### config.mk
export PLATFORM = sky130hd
export DESIGN_NAME = gdsamp_csr
export DESIGN_NICKNAME = d
export VERILOG_FILES = /design/src/rtl/core/gdsamp_pkg.sv /design/src/rtl/core/gdsamp_csr.sv
export SDC_FILE = /design/constraint.sdc
export NUM_CORES = 1
export LEC_CHECK = 0
export BUFFER_PORTS_ARGS = -buffer_cell sky130_fd_sc_hd__buf_4
export CORE_ASPECT_RATIO = 1.1
export CORE_MARGIN = 3
export CORE_UTILIZATION = 40
export CTS_CLUSTER_DIAMETER = 60
export DETAILED_ROUTE_END_ITERATION = 16
export PLACE_DENSITY = 0.75
export SYNTH_ARGS = -nofsm -noshare
export SYNTH_HDL_FRONTEND = slang
export SYNTH_SLANG_ARGS = --single-unit
### constraint.sdc
create_clock -name clk -period 1.2 [get_ports clk]
set_clock_uncertainty 0.2 [all_clocks]
set_input_delay 0.06 -clock clk [delete_from_list [all_inputs] [get_ports clk]]
set_output_delay 0.06 -clock clk [all_outputs]
set_load 0.02 [all_outputs]
### src/rtl/core/gdsamp_pkg.sv
// ----------------------------------------------------------------------------
// gdsamp_pkg
// Shared constants, tap table and types for the binomial downsampler.
// ----------------------------------------------------------------------------
package gdsamp_pkg;

  // filter geometry
  localparam int NTAPS     = 12;
  localparam int NLINES    = 11;
  localparam int TAP_BITS  = 9;
  localparam int FRAC_BITS = 11;
  localparam int SLOT_BITS = 4;

  // counters and result fields
  localparam int ROW_BITS     = 11;
  localparam int CFG_BITS     = 12;
  localparam int COL_OUT_BITS = 10;
  localparam int ROW_OUT_BITS = 10;

  // size limits
  localparam logic [CFG_BITS-1:0] MIN_SIZE   = 12'd16;
  localparam logic [CFG_BITS-1:0] MAX_HEIGHT = 12'd2048;

  // apb register map
  localparam int ADDR_BITS   = 3;
  localparam int REG_IDX_BIT = 2;
  localparam logic REG_IMAGE_WIDTH  = 1'b0;
  localparam logic REG_IMAGE_HEIGHT = 1'b1;

  // binomial taps, sum 2048
  localparam logic [TAP_BITS-1:0] TAPS [NTAPS] = '{
    9'd1, 9'd11, 9'd55, 9'd165, 9'd330, 9'd462,
    9'd462, 9'd330, 9'd165, 9'd55, 9'd11, 9'd1
  };

  // tap that line memory 'line' gets when the current row sits in slot 'rmod'
  function automatic logic [TAP_BITS-1:0] line_tap(input logic [SLOT_BITS-1:0] line,
                                                   input logic [SLOT_BITS-1:0] rmod);
    logic [SLOT_BITS:0] k;
    k = {1'b0, line} + (SLOT_BITS+1)'(NLINES) - {1'b0, rmod};
    if (k >= (SLOT_BITS+1)'(NLINES)) begin
      k = k - (SLOT_BITS+1)'(NLINES);
    end
    return TAPS[k[SLOT_BITS-1:0]];
  endfunction

  // controls shared by every line cell
  typedef struct packed {
    logic                 wr_en;
    logic [SLOT_BITS-1:0] wr_slot;
    logic                 rd_en;
    logic                 prod_en;
    logic [SLOT_BITS-1:0] rmod;
  } line_ctrl_t;

endpackage

### src/rtl/core/gdsamp_csr.sv
// ----------------------------------------------------------------------------
// gdsamp_csr
// APB size registers and the effective (even, clamped) frame size.
// ----------------------------------------------------------------------------
module gdsamp_csr #(
  parameter int MAX_WIDTH = 2048
) (
  input  logic                             clk,
  input  logic                             rst,
  input  logic                             psel,
  input  logic                             penable,
  input  logic                             pwrite,
  input  logic [gdsamp_pkg::ADDR_BITS-1:0] paddr,
  input  logic [31:0]                      pwdata,
  output logic [31:0]                      prdata,
  output logic                             pready,
  output logic [$clog2(MAX_WIDTH):0]       w_eff,
  output logic [gdsamp_pkg::CFG_BITS-1:0]  h_eff
);
  import gdsamp_pkg::*;

  localparam int WW = $clog2(MAX_WIDTH) + 1;

  logic [CFG_BITS-1:0] image_width;
  logic [CFG_BITS-1:0] image_height;
  logic                wr_hit;
  logic [CFG_BITS-1:0] w_even;
  logic [CFG_BITS-1:0] h_even;

  assign pready = 1'b1;
  assign wr_hit = psel && penable && pwrite && pready;

  // register writes
  always_ff @(posedge clk) begin
    if (rst) begin
      image_width  <= 12'd640;
      image_height <= 12'd480;
    end else if (wr_hit) begin
      unique case (paddr[REG_IDX_BIT])
        REG_IMAGE_WIDTH:  image_width  <= pwdata[CFG_BITS-1:0];
        REG_IMAGE_HEIGHT: image_height <= pwdata[CFG_BITS-1:0];
        default:          image_width  <= image_width;
      endcase
    end
  end

  // register reads
  always_comb begin
    unique case (paddr[REG_IDX_BIT])
      REG_IMAGE_WIDTH:  prdata = 32'(image_width);
      REG_IMAGE_HEIGHT: prdata = 32'(image_height);
      default:          prdata = '0;
    endcase
  end

  // drop the low bit, then clamp to the supported range
  always_comb begin
    w_even = {image_width[CFG_BITS-1:1], 1'b0};
    h_even = {image_height[CFG_BITS-1:1], 1'b0};
    if (w_even < MIN_SIZE) begin
      w_eff = WW'(MIN_SIZE);
    end else if (32'(w_even) > 32'(MAX_WIDTH)) begin
      w_eff = WW'(MAX_WIDTH);
    end else begin
      w_eff = WW'(w_even);
    end
    if (h_even < MIN_SIZE) begin
      h_eff = MIN_SIZE;
    end else if (h_even > MAX_HEIGHT) begin
      h_eff = MAX_HEIGHT;
    end else begin
      h_eff = h_even;
    end
  end

`ifndef NO_ASSERTIONS
  // a width write lands in the register
  a_width_write: assert property (@(posedge clk) disable iff (rst)
    wr_hit && (paddr[REG_IDX_BIT] == REG_IMAGE_WIDTH)
      |=> image_width == $past(pwdata[CFG_BITS-1:0]))
    else $error("width register did not take the written value");

  // effective sizes are even and at least the minimum
  a_eff_even: assert property (@(posedge clk) disable iff (rst)
    !w_eff[0] && !h_eff[0] && (h_eff >= MIN_SIZE) && (32'(w_eff) >= 32'(MIN_SIZE)))
    else $error("effective frame size out of range");
`endif

endmodule

==> results by group <==
Detailed routing
  • DRT Pass-1 Iters: 4
  • ANT nets after route: 0
  • Vias after detailed routing: 1482
  • Initial DRC Count: 40
  • DRC: 0
  • Vias per cell: 4.77
  • Drt total wl: 4.69 mm
  • WL/cell: 15.1 µm

Critical path
  • RR Startpoint: image_height[5]$_SDFFE_PP1P_
  • Setup CP Type: reg2out
  • Crit path launch: image_width[8]$_SDFFE_PP0P_
  • Worst endpoint required time: 0.94 ns
  • Crit end category: primary output
  • Crit start category: register
  • Worst EP arrival: 1.38 ns
  • CP Max Fanout: 4

Flow run
  • Max-Cap Viols: 0

Die
  • Die area: 0.00473 mm²
  • Top-Level Pins: 97
  • Initial Utilization: 42.4%
  • Die Y: 71.8 µm
  • Die X: 65.8 µm
  • Core box area: 0.00371 mm²
  • Row cnt: 23

Clock tree
  • TritonCTS Buffers: 3
  • Clock Pin Slew Worst Setup and Hold Paths: 0.08 ns
  • Worst skew pair latency: 0.26 ns
  • Root Driver: clkbuf_8
  • Clk sink count: 24
  • TritonCTS clock tree: built
  • Clock Tree Buf Depth: 2
  • # H-tree levels: 1

STA
  • Slew Viols, Final: 0
  • Final setup fails: 33
  • Final Hold Viols: 0
  • Total negative slack: -6.83 ns
  • Peak Freq: 0.611 GHz
  • RSZ-0062 raised after global routing: yes
  • Final worst path period share: 136%
  • Fin crit period: 1.64 ns
  • Final hold slack: 0.0365 ns
  • Final worst slack: -0.438 ns

Pwr
  • Net Switching: 513 µW
  • Sw Share: 28.7%
  • Clk pwr share: 26.3%
  • PwrDens: 683 mW/mm²
  • Tot Pwr: 1.79 mW
  • Power Internal: 1.28 mW
  • Peak supply drop: 492 µV
  • Sequential cell fraction of total power: 46.3%
  • Static Leak: 1.23 nW
  • Gate power share: 27.4%

Outcome
  • Status: complete, but fails checks
  • Failing checks: negative setup slack

Yosys
  • Top cell type's share of synthesized area: 30.5%
  • Synth top area cells: dfxtp_1, mux2i_1, nand2b_1
  • Syn Std Cell Area: 0.00158 mm²
  • Netlist cell types: 23
  • Yosys top cell by area: dfxtp_1
  • Register area share after synthesis: 30.5%
  • Gate Count Post-Synth: 176
  • Syn_area_per_cell: 8.95 µm²
  • Yosys Warn Count: 0
  • Seq cells post-synth: 24

Cells and area
  • Post-Route Utilization: 70.5%
  • Fin cells: 311
  • Synthesis-to-finish area growth: 66.1%
  • Share of post-route cells with drive strength above 1: 52.9%
  • Nets: 303
  • Ant. Diodes: 0

Global route
  • All-Layer GR Usage: 19.0%
  • Vias in the first global route: 1444
  • First-pass GRT wire length: 6.96 mm
  • Pin count of the biggest net entering global routing: 41
  • Grt total ovfl: 0
  • Initial antenna violation count: 0

Placement
  • Placed Instances: 284
  • RePlAce Congestion: 0.859
  • IO buf count: 51
  • DP HPWL: 2.84 mm

Hold path
  • HP Class: in2reg
  • Min-delay src: rst
-- cell usage in the layout (no fill, tap or decap), types with 3 or more instances in the layout --
cell type,count
mux2i_1,24
a21oi_1,3
nor2b_4,6
a21oi_2,3
nor3_1,3
buf_6,45
nor2_1,11
nor2b_1,6
clkbuf_8,3
buf_4,38
dfxtp_4,5
nand2b_1,35
dlygate4sd3_1,12
dfxtp_2,19
mux2_4,10
conb_1,23
-- cells by family after synthesis --
logic type / after synthesis / synth area share [%]
AND/OR/NAND/NOR: 69 / 26.9
buffers and inverters: 37 / 15.6
multiplexers: 35 / 23.1
flip-flops: 24 / 30.5
AO/OA/AOI/OAI: 9 / 3.34
other: 2 / 0.477
-- power by group through the flow --
stage	Combinational, mW	Clock [mW]	Sequential, mW
3_5_place_dp	0.382	0	0.850
3_3_place_gp	0.379	0	0.850
2_1_floorplan	0.298	0	0.846
4_1_cts	0.457	0.474	0.830
6_report	0.490	0.470	0.828
5_1_grt	0.520	0.518	0.831
-- state kept, by name, summed over array words and instances, names as in the netlist --
signal	flops
image_width	12
image_height	12
-- cells in the mapped netlist --
library cell / count
buf_6: 2
dfxtp_1: 24
clkbuf_1: 7
mux2i_1: 24
and4b_1: 1
a22o_1: 2
inv_1: 2
buf_4: 24
nor4_2: 2
nor2b_1: 12
nor2_1: 11
and4_1: 1
nand4b_2: 1
clkbuf_2: 1
buf_2: 1
conb_1: 2
nand4_1: 1
mux2_2: 11
nand2b_1: 35
a21oi_1: 6
o21ai_0: 1
nor3_1: 4
nand2_1: 1
-- metrics by stage --
stage	worst slack [ns]	instance area, µm²
floorplan	-0.0113	1680
global placement	-0.124	2060
detailed placement	-0.133	2060
CTS	-0.365	2460
global route	-0.513	2620
finish	-0.438	2620
-- what timing repair did --
| action | 4_1_cts | 5_1_grt |
|---|---|---|
| gates resized for setup | 73 | 32 |
| pin swaps | 2 | 5 |
| buffers inserted | 7 | 8 |
| hold buffers | 12 | 0 |
| hold endpoints to repair | 24 | 0 |
| setup endpoints to repair | 34 | 34 |
-- metal layers --
layer / up-vias / track usage (%) / wire, µm
li1: 704 / - / -
met1: 712 / 22.8 / 1960
met2: 59 / 33.3 / 2410
met3: 7 / 3.29 / 243
met4: 0 / 7.37 / 80
met5: - / 0 / 0
-- final timing paths --
kind	slack [ns]	depth (start not counted)	to
worst min-delay path	0.04	3	image_width[7]$_SDFFE_PP1P_
worst max-delay path	-0.44	3	w_eff[1]
worst min register to register	0.28	2	image_width[0]$_SDFFE_PP0P_
worst max register to register	0.14	4	image_height[5]$_SDFFE_PP1P_
-- cell type report --
| type | instances | area, µm² |
|---|---|---|
| repair buffers | 96 | 932 |
| clock buffers | 3 | 41.3 |
| multi-input cells | 136 | 1050 |
| inverters | 2 | 7.51 |
| well taps | 50 | 62.6 |
| flip-flops and latches | 24 | 523 |
| fillers | 262 | 1100 |
-- critical path, stage by stage, from the launching register on --
cell,delay (ns)
dfxtp_4,0.36
nor4_4,0.39
a21oi_1,0.17
buf_4,0.19
No activity file was read; power rests on OpenSTA's default activity.
