**src/rtl/core/gdsamp_pkg.sv**
```systemverilog
// ----------------------------------------------------------------------------
// gdsamp_pkg
// Shared constants, tap table and types for the binomial downsampler.
// ----------------------------------------------------------------------------
package gdsamp_pkg;

  // filter geometry
  localparam int NTAPS     = 12;
  localparam int NLINES    = 11;
  localparam int TAP_BITS  = 9;
  localparam int FRAC_BITS = 11;
  localparam int SLOT_BITS = 4;

  // counters and result fields
  localparam int ROW_BITS     = 11;
  localparam int CFG_BITS     = 12;
  localparam int COL_OUT_BITS = 10;
  localparam int ROW_OUT_BITS = 10;

  // size limits
  localparam logic [CFG_BITS-1:0] MIN_SIZE   = 12'd16;
  localparam logic [CFG_BITS-1:0] MAX_HEIGHT = 12'd2048;

  // apb register map
  localparam int ADDR_BITS   = 3;
  localparam int REG_IDX_BIT = 2;
  localparam logic REG_IMAGE_WIDTH  = 1'b0;
  localparam logic REG_IMAGE_HEIGHT = 1'b1;

  // binomial taps, sum 2048
  localparam logic [TAP_BITS-1:0] TAPS [NTAPS] = '{
    9'd1, 9'd11, 9'd55, 9'd165, 9'd330, 9'd462,
    9'd462, 9'd330, 9'd165, 9'd55, 9'd11, 9'd1
  };

  // tap that line memory 'line' gets when the current row sits in slot 'rmod'
  function automatic logic [TAP_BITS-1:0] line_tap(input logic [SLOT_BITS-1:0] line,
                                                   input logic [SLOT_BITS-1:0] rmod);
    logic [SLOT_BITS:0] k;
    k = {1'b0, line} + (SLOT_BITS+1)'(NLINES) - {1'b0, rmod};
    if (k >= (SLOT_BITS+1)'(NLINES)) begin
      k = k - (SLOT_BITS+1)'(NLINES);
    end
    return TAPS[k[SLOT_BITS-1:0]];
  endfunction

  // controls shared by every line cell
  typedef struct packed {
    logic                 wr_en;
    logic [SLOT_BITS-1:0] wr_slot;
    logic                 rd_en;
    logic                 prod_en;
    logic [SLOT_BITS-1:0] rmod;
  } line_ctrl_t;

endpackage

```
**src/rtl/core/gdsamp_tap_cell.sv**
```systemverilog
// ----------------------------------------------------------------------------
// gdsamp_tap_cell
// One cell of the horizontal filter chain: adds its weighted sample to the
// partial sum handed over by its neighbor.
// ----------------------------------------------------------------------------
module gdsamp_tap_cell #(
  parameter int TAP_IDX     = 0,
  parameter int SAMPLE_BITS = 16,
  parameter int ACC_W       = 27
) (
  input  logic                   clk,
  input  logic                   en,
  input  logic [SAMPLE_BITS-1:0] sample,
  input  logic [ACC_W-1:0]       part_in,
  output logic [ACC_W-1:0]       part_out
);
  import gdsamp_pkg::*;

  localparam int PROD_W = SAMPLE_BITS + TAP_BITS;

  logic [PROD_W-1:0] prod;

  // constant-coefficient product
  assign prod = PROD_W'(sample) * PROD_W'(TAPS[TAP_IDX]);

  // partial sum moves one cell along on every accepted sample
  always_ff @(posedge clk) begin
    if (en) begin
      part_out <= part_in + ACC_W'(prod);
    end
  end

endmodule

```
**config.mk**
```make
export PLATFORM = sky130hd
export DESIGN_NAME = gdsamp_tap_cell
export DESIGN_NICKNAME = d
export VERILOG_FILES = /design/src/rtl/core/gdsamp_pkg.sv /design/src/rtl/core/gdsamp_tap_cell.sv
export SDC_FILE = /design/constraint.sdc
export NUM_CORES = 1
export LEC_CHECK = 0
export CAP_MARGIN = 20
export CORE_UTILIZATION = 44
export CTS_CLUSTER_SIZE = 20
export DETAILED_ROUTE_END_ITERATION = 6
export DONT_BUFFER_PORTS = 1
export GPL_TIMING_DRIVEN = 0
export SLEW_MARGIN = 5
export SYNTH_ARGS = -nofsm -noshare
export SYNTH_HDL_FRONTEND = slang
export SYNTH_SLANG_ARGS = --single-unit
```
**constraint.sdc**
```tcl
create_clock -name clk -period 2.99 [get_ports clk]
set_input_delay 0.299 -clock clk [delete_from_list [all_inputs] [get_ports clk]]
set_output_delay 0.299 -clock clk [all_outputs]
set_load 0.005 [all_outputs]
```
==> metrics.yaml, run 1 <==
die_y_um: 68.6
synthCells: 188
hold_depth: 0
drt_iter0_drc: 84
final_common_cell: "edfxtp_1"
holdPathEnd: "part_out[14]$_DFFE_PP_"
p_comb_share_pct: 23.9
rows: 23
max_freq_mhz: 437
max_cap_violations: 0
fin_crit_sh_pct: 76.5
reg_top3: "part_out x27"
setup_violations: 0
tns_ns: 0
viasPerCell: 6.12
core_area_um2: 4120
switchingPower_w: 0.000269
yosys_warnings: 0
cts_root_buffer: "clkbuf_8"
die-area_um2: 4700
area_growth_pct: 5.58
status: "complete, no violations"
crit_type: "in2reg"
hold_ws_ns: 0.130
cts_sinks: 27
cts_tree: "built"
critical_path_arrival_ns: 2.32
hpwlAfterDp_mm: 3.26
die_w_um: 68.6
power.share.clock_pct: 22.0
ir_drop_mv: 0.187
drtPass1Iterations: 4
grt_first_pass_wirelength_mm: 6.11
synth_nets: 250
clkSlewWorstSetupHoldPaths_ns: 0.09
cp-start-kind: "input port"
leakage_nw: 0.769
hold_viol: 0
synth_flop_cell: "edfxtp_1"
wire_per_inst_um: 17.2
yosysUniqueCellTypes: 39
mostFrequentLayoutCells: "edfxtp_1, nand2_1, a21oi_1"
required_ns: 3.02
final_layout_size_suffix_gt1_share_pct: 6.77
largest_reg_flops: 27
cts_made_buffers: 3
netSwitchingFraction_pct: 28.6
gp_congestion: 0.841
power_density_nw_per_um2: 456
synthArstFlopShare_pct: 0
globalRouteOverflowTotal: 0
ioPinCount: 72
seqPwrFrac_pct: 54.1
worstHoldStart: "en"
post-cts-setup-buffers: 0
cts_buffer_depth: 2
fin_nets: 255
min_path_type: "in2reg"
grt_max_degree: 28
synthesis.area_um2: 1950
wl_mm: 4.17
crit_path_end_kind: "register"
htree_levels: 1
largest-register: "part_out"
worstMarginPinSlew_ns: 0.493
rsz0062_at_grt: "no"
slew_viol_final: 0
antennaDiodeCount: 0
grt_use_total_pct: 17.5
post_cts_resized: 0
postRouteAntennaNets: 0
via_count: 1482
initial_core_util_pct: 47.4
ys_seq_area_share_pct: 41.6
io_buffers: 0
avgSynthCellArea_um2: 10.4
grt_antenna_before_repair: 0
relSlewSlack_pct: 67.1
grt_pass1_vias: 1382
synth-edff-count: 27
critPathMaxFanout: 3
cts_hold_buf: 0
ys_ff_latch: 27
p_int_w: 0.000671
period_needed_ns: 2.29
drc: 0
==> worst max-delay path by stage <==
stage                          from                endpoint  slack, ns  cells after the start
after floorplan           sample[0]  part_out[22]$_DFFE_PP_       0.72                      9
after global placement    sample[0]  part_out[26]$_DFFE_PP_       0.44                      9
after detailed placement  sample[0]  part_out[26]$_DFFE_PP_       0.40                      9
after CTS                 sample[0]  part_out[26]$_DFFE_PP_       0.69                      9
after global routing      sample[0]  part_out[22]$_DFFE_PP_       0.55                      9
final                     sample[0]  part_out[26]$_DFFE_PP_       0.70                      9
==> cells in the mapped netlist (all sizes together) (2+ instances only) <==
master | count | share of area (%)
a21o | 4 | 1.5
a21oi | 21 | 6.0
a31oi | 3 | 0.96
and2 | 2 | 0.64
and3 | 5 | 1.7
and4 | 4 | 1.8
clkbuf | 3 | 0.58
edfxtp | 27 | 42
ha | 16 | 10
inv | 5 | 0.96
nand2 | 22 | 4.2
nand2b | 2 | 0.64
nand3 | 6 | 1.5
nand4 | 3 | 0.96
nor2 | 9 | 1.7
o211ai | 6 | 2.3
o21ai | 9 | 2.3
o311ai | 2 | 0.90
o31ai | 2 | 1.7
xnor2 | 16 | 7.2
xor2 | 7 | 3.1
==> cell type report <==
cell class                      instances  area [um^2]
Buffer                                  3         11.3
Clock buffer                            3         41.3
Fill cell                             389         2060
Clock inverter                          1         5.00
Sequential cell                        27          811
Inverter                                5         18.8
Multi-Input combinational cell        153         1110
Tap cell                               50         62.6
==> cells by family after synthesis <==
group                    Yosys count  share of synthesized area [%]
AO/OA/AOI/OAI                     55                           20.0
adder cells (fa/ha/maj)           17                           11.3
multiplexers                       1                          0.513
AND/OR/NAND/NOR                   57                           14.8
flip-flops                        27                           41.6
XOR/XNOR                          23                           10.3
buffers and inverters              8                           1.54
==> per-stage QoR <==
stage               util, %  setup WS [ns]  instance area, um^2  power, W  instances
floorplan                 -          0.717                 1950  0.000692        188
CTS                    50.0          0.691                 2060  0.000943        242
global route           50.0          0.554                 2060  0.000991        242
finish                 50.0          0.704                 2060  0.000940        242
detailed placement     48.9          0.400                 2010  0.000740        238
global placement       48.9          0.439                 2010  0.000735        238
==> critical path: stages <==
cell,delay (ns)
ha_1,0.20
inv_1,0.08
fa_1,0.40
nand2b_1,0.20
a21oi_2,0.23
o31ai_4,0.11
a2111oi_2,0.48
o211ai_1,0.17
xnor2_1,0.15
==> layer usage <==
layer | part of all wire [%] | GRT usage (%) | wire, um
met1 | 46 | 22.3 | 1910
met2 | 45 | 28.4 | 1890
met3 | 7.8 | 4.61 | 327
met4 | 1.2 | 6.25 | 50
met5 | 0 | 0 | 0
==> power groups by stage <==
stage / sequential, W / combinational (W) / clock, W
2_1_floorplan: 0.000511 / 0.000182 / 0
3_3_place_gp: 0.000517 / 0.000218 / 0
3_5_place_dp: 0.000518 / 0.000222 / 0
4_1_cts: 0.000510 / 0.000224 / 0.000210
5_1_grt: 0.000516 / 0.000252 / 0.000223
6_report: 0.000508 / 0.000225 / 0.000207
No activity file was read; power rests on OpenSTA's default activity.
==> inputs of run 2 (changes only) <==
Clock period 2.99 ns to 2.2 ns, I/O delays scaled along.
==> metrics.yaml, run 2 (synthesis gave the netlist of run 1 again) <==
cts_made_buffers: 3  # unchanged
reg_top3: "part_out x27"
grt_use_total_pct: 17.5  # unchanged
hpwlAfterDp_mm: 3.26  # unchanged
core_area_um2: 4120  # unchanged
crit_chain: "ha_2, inv_1, fa_2, nand2b_4, a21oi_4, o31ai_4, a2111oi_4, o211ai_1, xnor2_1"
rsz0062_at_grt: "no"
via_count: 1471  # -0.74%
largest_reg_flops: 27  # unchanged
cts_root_buffer: "clkbuf_8"
largest-register: "part_out"
required_ns: 2.23  # -0.79 ns
max_freq_mhz: 494
status: "complete, no violations"
fin_crit_sh_pct: 92.1
min_path_type: "in2reg"
critical_path_arrival_ns: 2.06  # -0.26 ns
cp-start-kind: "input port"
slew_viol_final: 0  # unchanged
period_needed_ns: 2.03
ir_drop_mv: 0.249  # +33%
crit_path_end_kind: "register"
path_delay_family: "compound AO/OA/AOI/OAI gates"
postRouteAntennaNets: 0  # unchanged
relSlewSlack_pct: 67.9  # +0.85 points
io_buffers: 0  # unchanged
clkSlewWorstSetupHoldPaths_ns: 0.09  # about the same
cts_sinks: 27  # unchanged
wl_mm: 4.20  # +0.60%
cts_tree: "built"
hold_viol: 0  # unchanged
p_comb_share_pct: 24.5  # +0.6 points
mostFrequentLayoutCells: "edfxtp_1, nand2_1, a21oi_1"
critPathSlowestCell: "a2111oi_4"
grt_pass1_vias: 1377  # -0.36%
final_common_cell: "edfxtp_1"
drc: 0  # unchanged
netSwitchingFraction_pct: 28.9  # +0.29 points
drt_iter0_drc: 109  # +30%
final_util_pct: 50.8  # +0.79 points
power_density_nw_per_um2: 616  # +35%
fin_nets: 255  # unchanged
cp.buffers_inverters: 1  # unchanged
p_total_w: 0.00129  # +37%
max_cap_violations: 0  # unchanged
seqPwrFrac_pct: 53.6  # -0.5 points
p_int_w: 0.000915  # +36%
wire_per_inst_um: 17.3  # +0.60%
gp_congestion: 0.841  # unchanged
die_y_um: 68.6  # unchanged
switchingPower_w: 0.000373  # +38%
setup_violations: 0  # unchanged
final_layout_size_suffix_gt1_share_pct: 8.33  # +1.6 points
tns_ns: 0  # unchanged
globalRouteOverflowTotal: 0  # unchanged
critPathMaxFanout: 3  # unchanged
cp_slowest_stage_delay_ns: 0.46  # -0.02 ns
ioPinCount: 72  # unchanged
grt_first_pass_wirelength_mm: 6.10  # -0.11%
leakage_nw: 0.775  # +0.76%
area_growth_pct: 7.25
rows: 23  # unchanged
post-cts-setup-buffers: 0  # unchanged
initial_core_util_pct: 47.4  # unchanged
worstMarginPinSlew_ns: 0.476  # -0.0168 ns
antennaDiodeCount: 0  # unchanged
viasPerCell: 6.08  # -0.74%
grt_max_degree: 28  # unchanged
htree_levels: 1  # unchanged
crit_type: "in2reg"
grt_antenna_before_repair: 0  # unchanged
die-area_um2: 4700  # unchanged
die_w_um: 68.6  # unchanged
power.share.clock_pct: 21.9  # about the same
cts_buffer_depth: 2  # unchanged
drtPass1Iterations: 4  # unchanged
==> run 2: timing repair <==
| action | in CTS | in global routing |
|---|---|---|
| setup endpoints to repair | 1 | 2 |
| resized for setup | 1 | 4 |
| pin swaps | 0 | 3 |
| hold buffers | 0 | 0 |
==> run 2: power by group through the flow <==
| stage | clock network (W) | logic [W] | registers [W] |
|---|---|---|---|
| after CTS | 0.000285 | 0.000307 | 0.000693 |
| after global routing | 0.000303 | 0.000353 | 0.000701 |
| after detailed placement | 0 | 0.000301 | 0.000704 |
| after global placement | 0 | 0.000297 | 0.000702 |
| final | 0.000281 | 0.000316 | 0.000691 |
| after floorplan | 0 | 0.000247 | 0.000694 |
==> run 2: worst paths after layout <==
kind	from	end	slack (ns)	depth (start not counted)
max	sample[0]	part_out[22]$_DFFE_PP_	0.17	9
min	en	part_out[14]$_DFFE_PP_	0.05	0
==> run 2: per-layer routing <==
metal | vias to the layer above | global-route usage (%) | share of wire [%]
met2 | 65 | 28.4 | 46
met1 | 680 | 22.3 | 44
met4 | 0 | 6.25 | 1.2
met3 | 6 | 4.61 | 8.6
li1 | 720 | - | -
met5 | - | 0 | 0
==> run 2: per-stage QoR <==
step / instance area (um^2) / worst slack (ns) / cells / hold WS, ns
finish: 2090 / 0.174 / 242 / 0.0515
global route: 2090 / 0.0570 / 242 / 0.0420
global placement: 2010 / -0.272 / 238 / 0.334
CTS: 2070 / 0.0868 / 242 / 0.0516
floorplan: 1950 / 0.00560 / 188 / 0.332
detailed placement: 2010 / -0.311 / 238 / 0.335
==> run 2: layout make-up <==
type	count	area [um^2]
clock inverter	1	5.00
sequential	27	811
multi-input combinational	153	1140
clock buffer	3	41.3
inverter	5	18.8
tap	50	62.6
fill	388	2020
buffer	3	11.3
==> inputs of run 3 (changes only) <==
Settings changed: ABC_AREA set to 1, REMOVE_ABC_BUFFERS set to 1.
==> metrics.yaml, run 3 <==
yosys-top-cells-area: "edfxtp_1, nand2_1, inv_1"
avgSynthCellArea_um2: 6.66  # -36%
die-area_um2: 6060  # +29%
regArea_um2: 811  # unchanged
cts_root_buffer: "clkbuf_8"
leakage_nw: 1.45  # +88%
hold_ws_ns: 0.0440  # -0.00750 ns
wire_per_inst_um: 12.1  # -31%
synth-edff-count: 27  # unchanged
fin_cells: 456  # +88%
ir_drop_mv: 0.221  # -11%
worstMarginPinSlew_ns: 0.275  # -0.202 ns
largest-register: "part_out"
cts_made_buffers: 3  # unchanged
io_buffers: 0  # unchanged
cp-start-kind: "input port"
power_density_nw_per_um2: 507  # -18%
max_freq_mhz: 644  # +31%
crit_path_end_kind: "register"
hpwlAfterDp_mm: 4.67  # +43%
postRouteAntennaNets: 0  # unchanged
max_cap_violations: 0  # unchanged
grt_first_pass_wirelength_mm: 9.27  # +52%
grt_max_degree: 28  # unchanged
hold_depth: 0  # unchanged
htree_levels: 1  # unchanged
grt_antenna_before_repair: 0  # unchanged
multi_input_area_um2: 1400  # +22%
cts_hold_buf: 0  # unchanged
clkSlewWorstSetupHoldPaths_ns: 0.10  # about the same
rsz0062_at_grt: "no"
antennaDiodeCount: 0  # unchanged
place_inst: 452  # +90%
cts_sinks: 27  # unchanged
period_needed_ns: 1.55  # -0.473 ns
synth_flop_cell: "edfxtp_1"
fin_nets: 447  # +75%
relSlewSlack_pct: 81.6  # +14 points
globalRouteOverflowTotal: 0  # unchanged
synth_top_area_share_pct: 32.0  # -9.5 points
mostFrequentLayoutCells: "nand2_1, inv_1, edfxtp_1"
die_y_um: 77.8  # +13%
via_count: 2108  # +43%
yosys_warnings: 0  # unchanged
yosysMostFrequentCell: "nand2_1"
ys_ff_latch: 27  # unchanged
grt_pass1_vias: 2015  # +46%
required_ns: 2.25  # +0.02 ns
n_fill_cell: 610  # +57%
largest_reg_flops: 27  # unchanged
yosysUniqueCellTypes: 24  # -38%
core_area_um2: 5540  # +35%
drtPass1Iterations: 4  # unchanged
cts_buffer_depth: 2  # unchanged
synthesis.area_um2: 2530  # +30%
setup_violations: 0  # unchanged
synth_common_cells: "nand2_1, inv_1, edfxtp_1"
min_path_type: "in2reg"
rows: 27  # +17%
post-cts-setup-buffers: 0  # unchanged
post_cts_resized: 0  # -1
reg_top3: "part_out x27"
hold_viol: 0  # unchanged
final_common_cell: "nand2_1"
synthArstFlopShare_pct: 0  # unchanged
wl_mm: 5.50  # +31%
initial_core_util_pct: 45.7  # -1.7 points
slew_viol_final: 0  # unchanged
area_growth_pct: 5.34
tns_ns: 0  # unchanged
critPathMaxFanout: 3  # unchanged
cts_tree: "built"
status: "complete, no violations"
die_w_um: 77.8  # +13%
ys_seq_area_share_pct: 32.0  # -9.5 points
crit_type: "in2reg"
viasPerCell: 4.62  # -24%
synthCells: 380  # +100%
final_layout_size_suffix_gt1_share_pct: 8.85  # +0.52 points
grt_use_total_pct: 19.8  # +2.3 points
yosysTopAreaCell: "edfxtp_1"
drc: 0  # unchanged
critical_path_arrival_ns: 1.60  # -0.46 ns
gp_congestion: 0.852  # +1.3%
fin_crit_sh_pct: 70.6  # -22 points
drt_iter0_drc: 100  # -8.3%
ioPinCount: 72  # unchanged
[run 3: final cells by class]
cell class                      count  area share, %
Multi-Input combinational cell    267           52.4
Clock buffer                        4           1.69
Sequential cell                    27           30.4
Inverter                           86           12.1
Tap cell                           72           3.38
[run 3: report_power, final]
part | internal [W] | leakage (nW) | switching, W
Sequential | 0.000656 | 0.264 | 0.0000313
Combinational | 0.000130 | 1.17 | 0.000235
Clock | 0.000130 | 0.0228 | 0.000169
Total | 0.000916 | 1.45 | 0.000436
[run 3: worst max-delay path, stage by stage]
cell     delay, ns
ha_1          0.19
inv_1         0.07
fa_1          0.44
nor2_1        0.13
nor2_1        0.09
o21ai_2       0.22
nand2_1       0.10
nand3_1       0.09
nand2_1       0.05
[run 3: worst paths after layout]
| check | start | end | slack, ns |
|---|---|---|---|
| setup / recovery | sample[0] | part_out[24]$_DFFE_PP_ | 0.65 |
| hold / removal | en | part_out[12]$_DFFE_PP_ | 0.04 |
[run 3: per-stage QoR]
stage,cell area [um^2],util [%],worst slack [ns],power (W)
floorplan,2530,-,0.574,0.000988
global placement,2620,47.3,0.317,0.00106
detailed placement,2620,47.3,0.307,0.00107
CTS,2670,48.1,0.611,0.00137
global route,2670,48.1,0.505,0.00144
finish,2670,48.1,0.648,0.00135
[run 3: logic make-up (layout without fill, tap and decap cells)]
kind of cell    after synthesis  after routing  share of synthesized area (%)
xor+xnor                     14             14                           4.85
flops                        27             27                           32.0
compound gates                7              7                           1.63
simple gates                229            229                           40.0
fa+ha+maj                    17             17                           8.70
buf+inv                      86             90                           12.8
[run 3: layer usage]
layer | GRT usage [%] | vias to the layer above | share of wire [%]
met5 | 0 | - | 0
met4 | 5.09 | 0 | 0.49
li1 | - | 1152 | -
met1 | 25.4 | 906 | 48
met3 | 3.18 | 2 | 4.8
met2 | 34.3 | 48 | 47
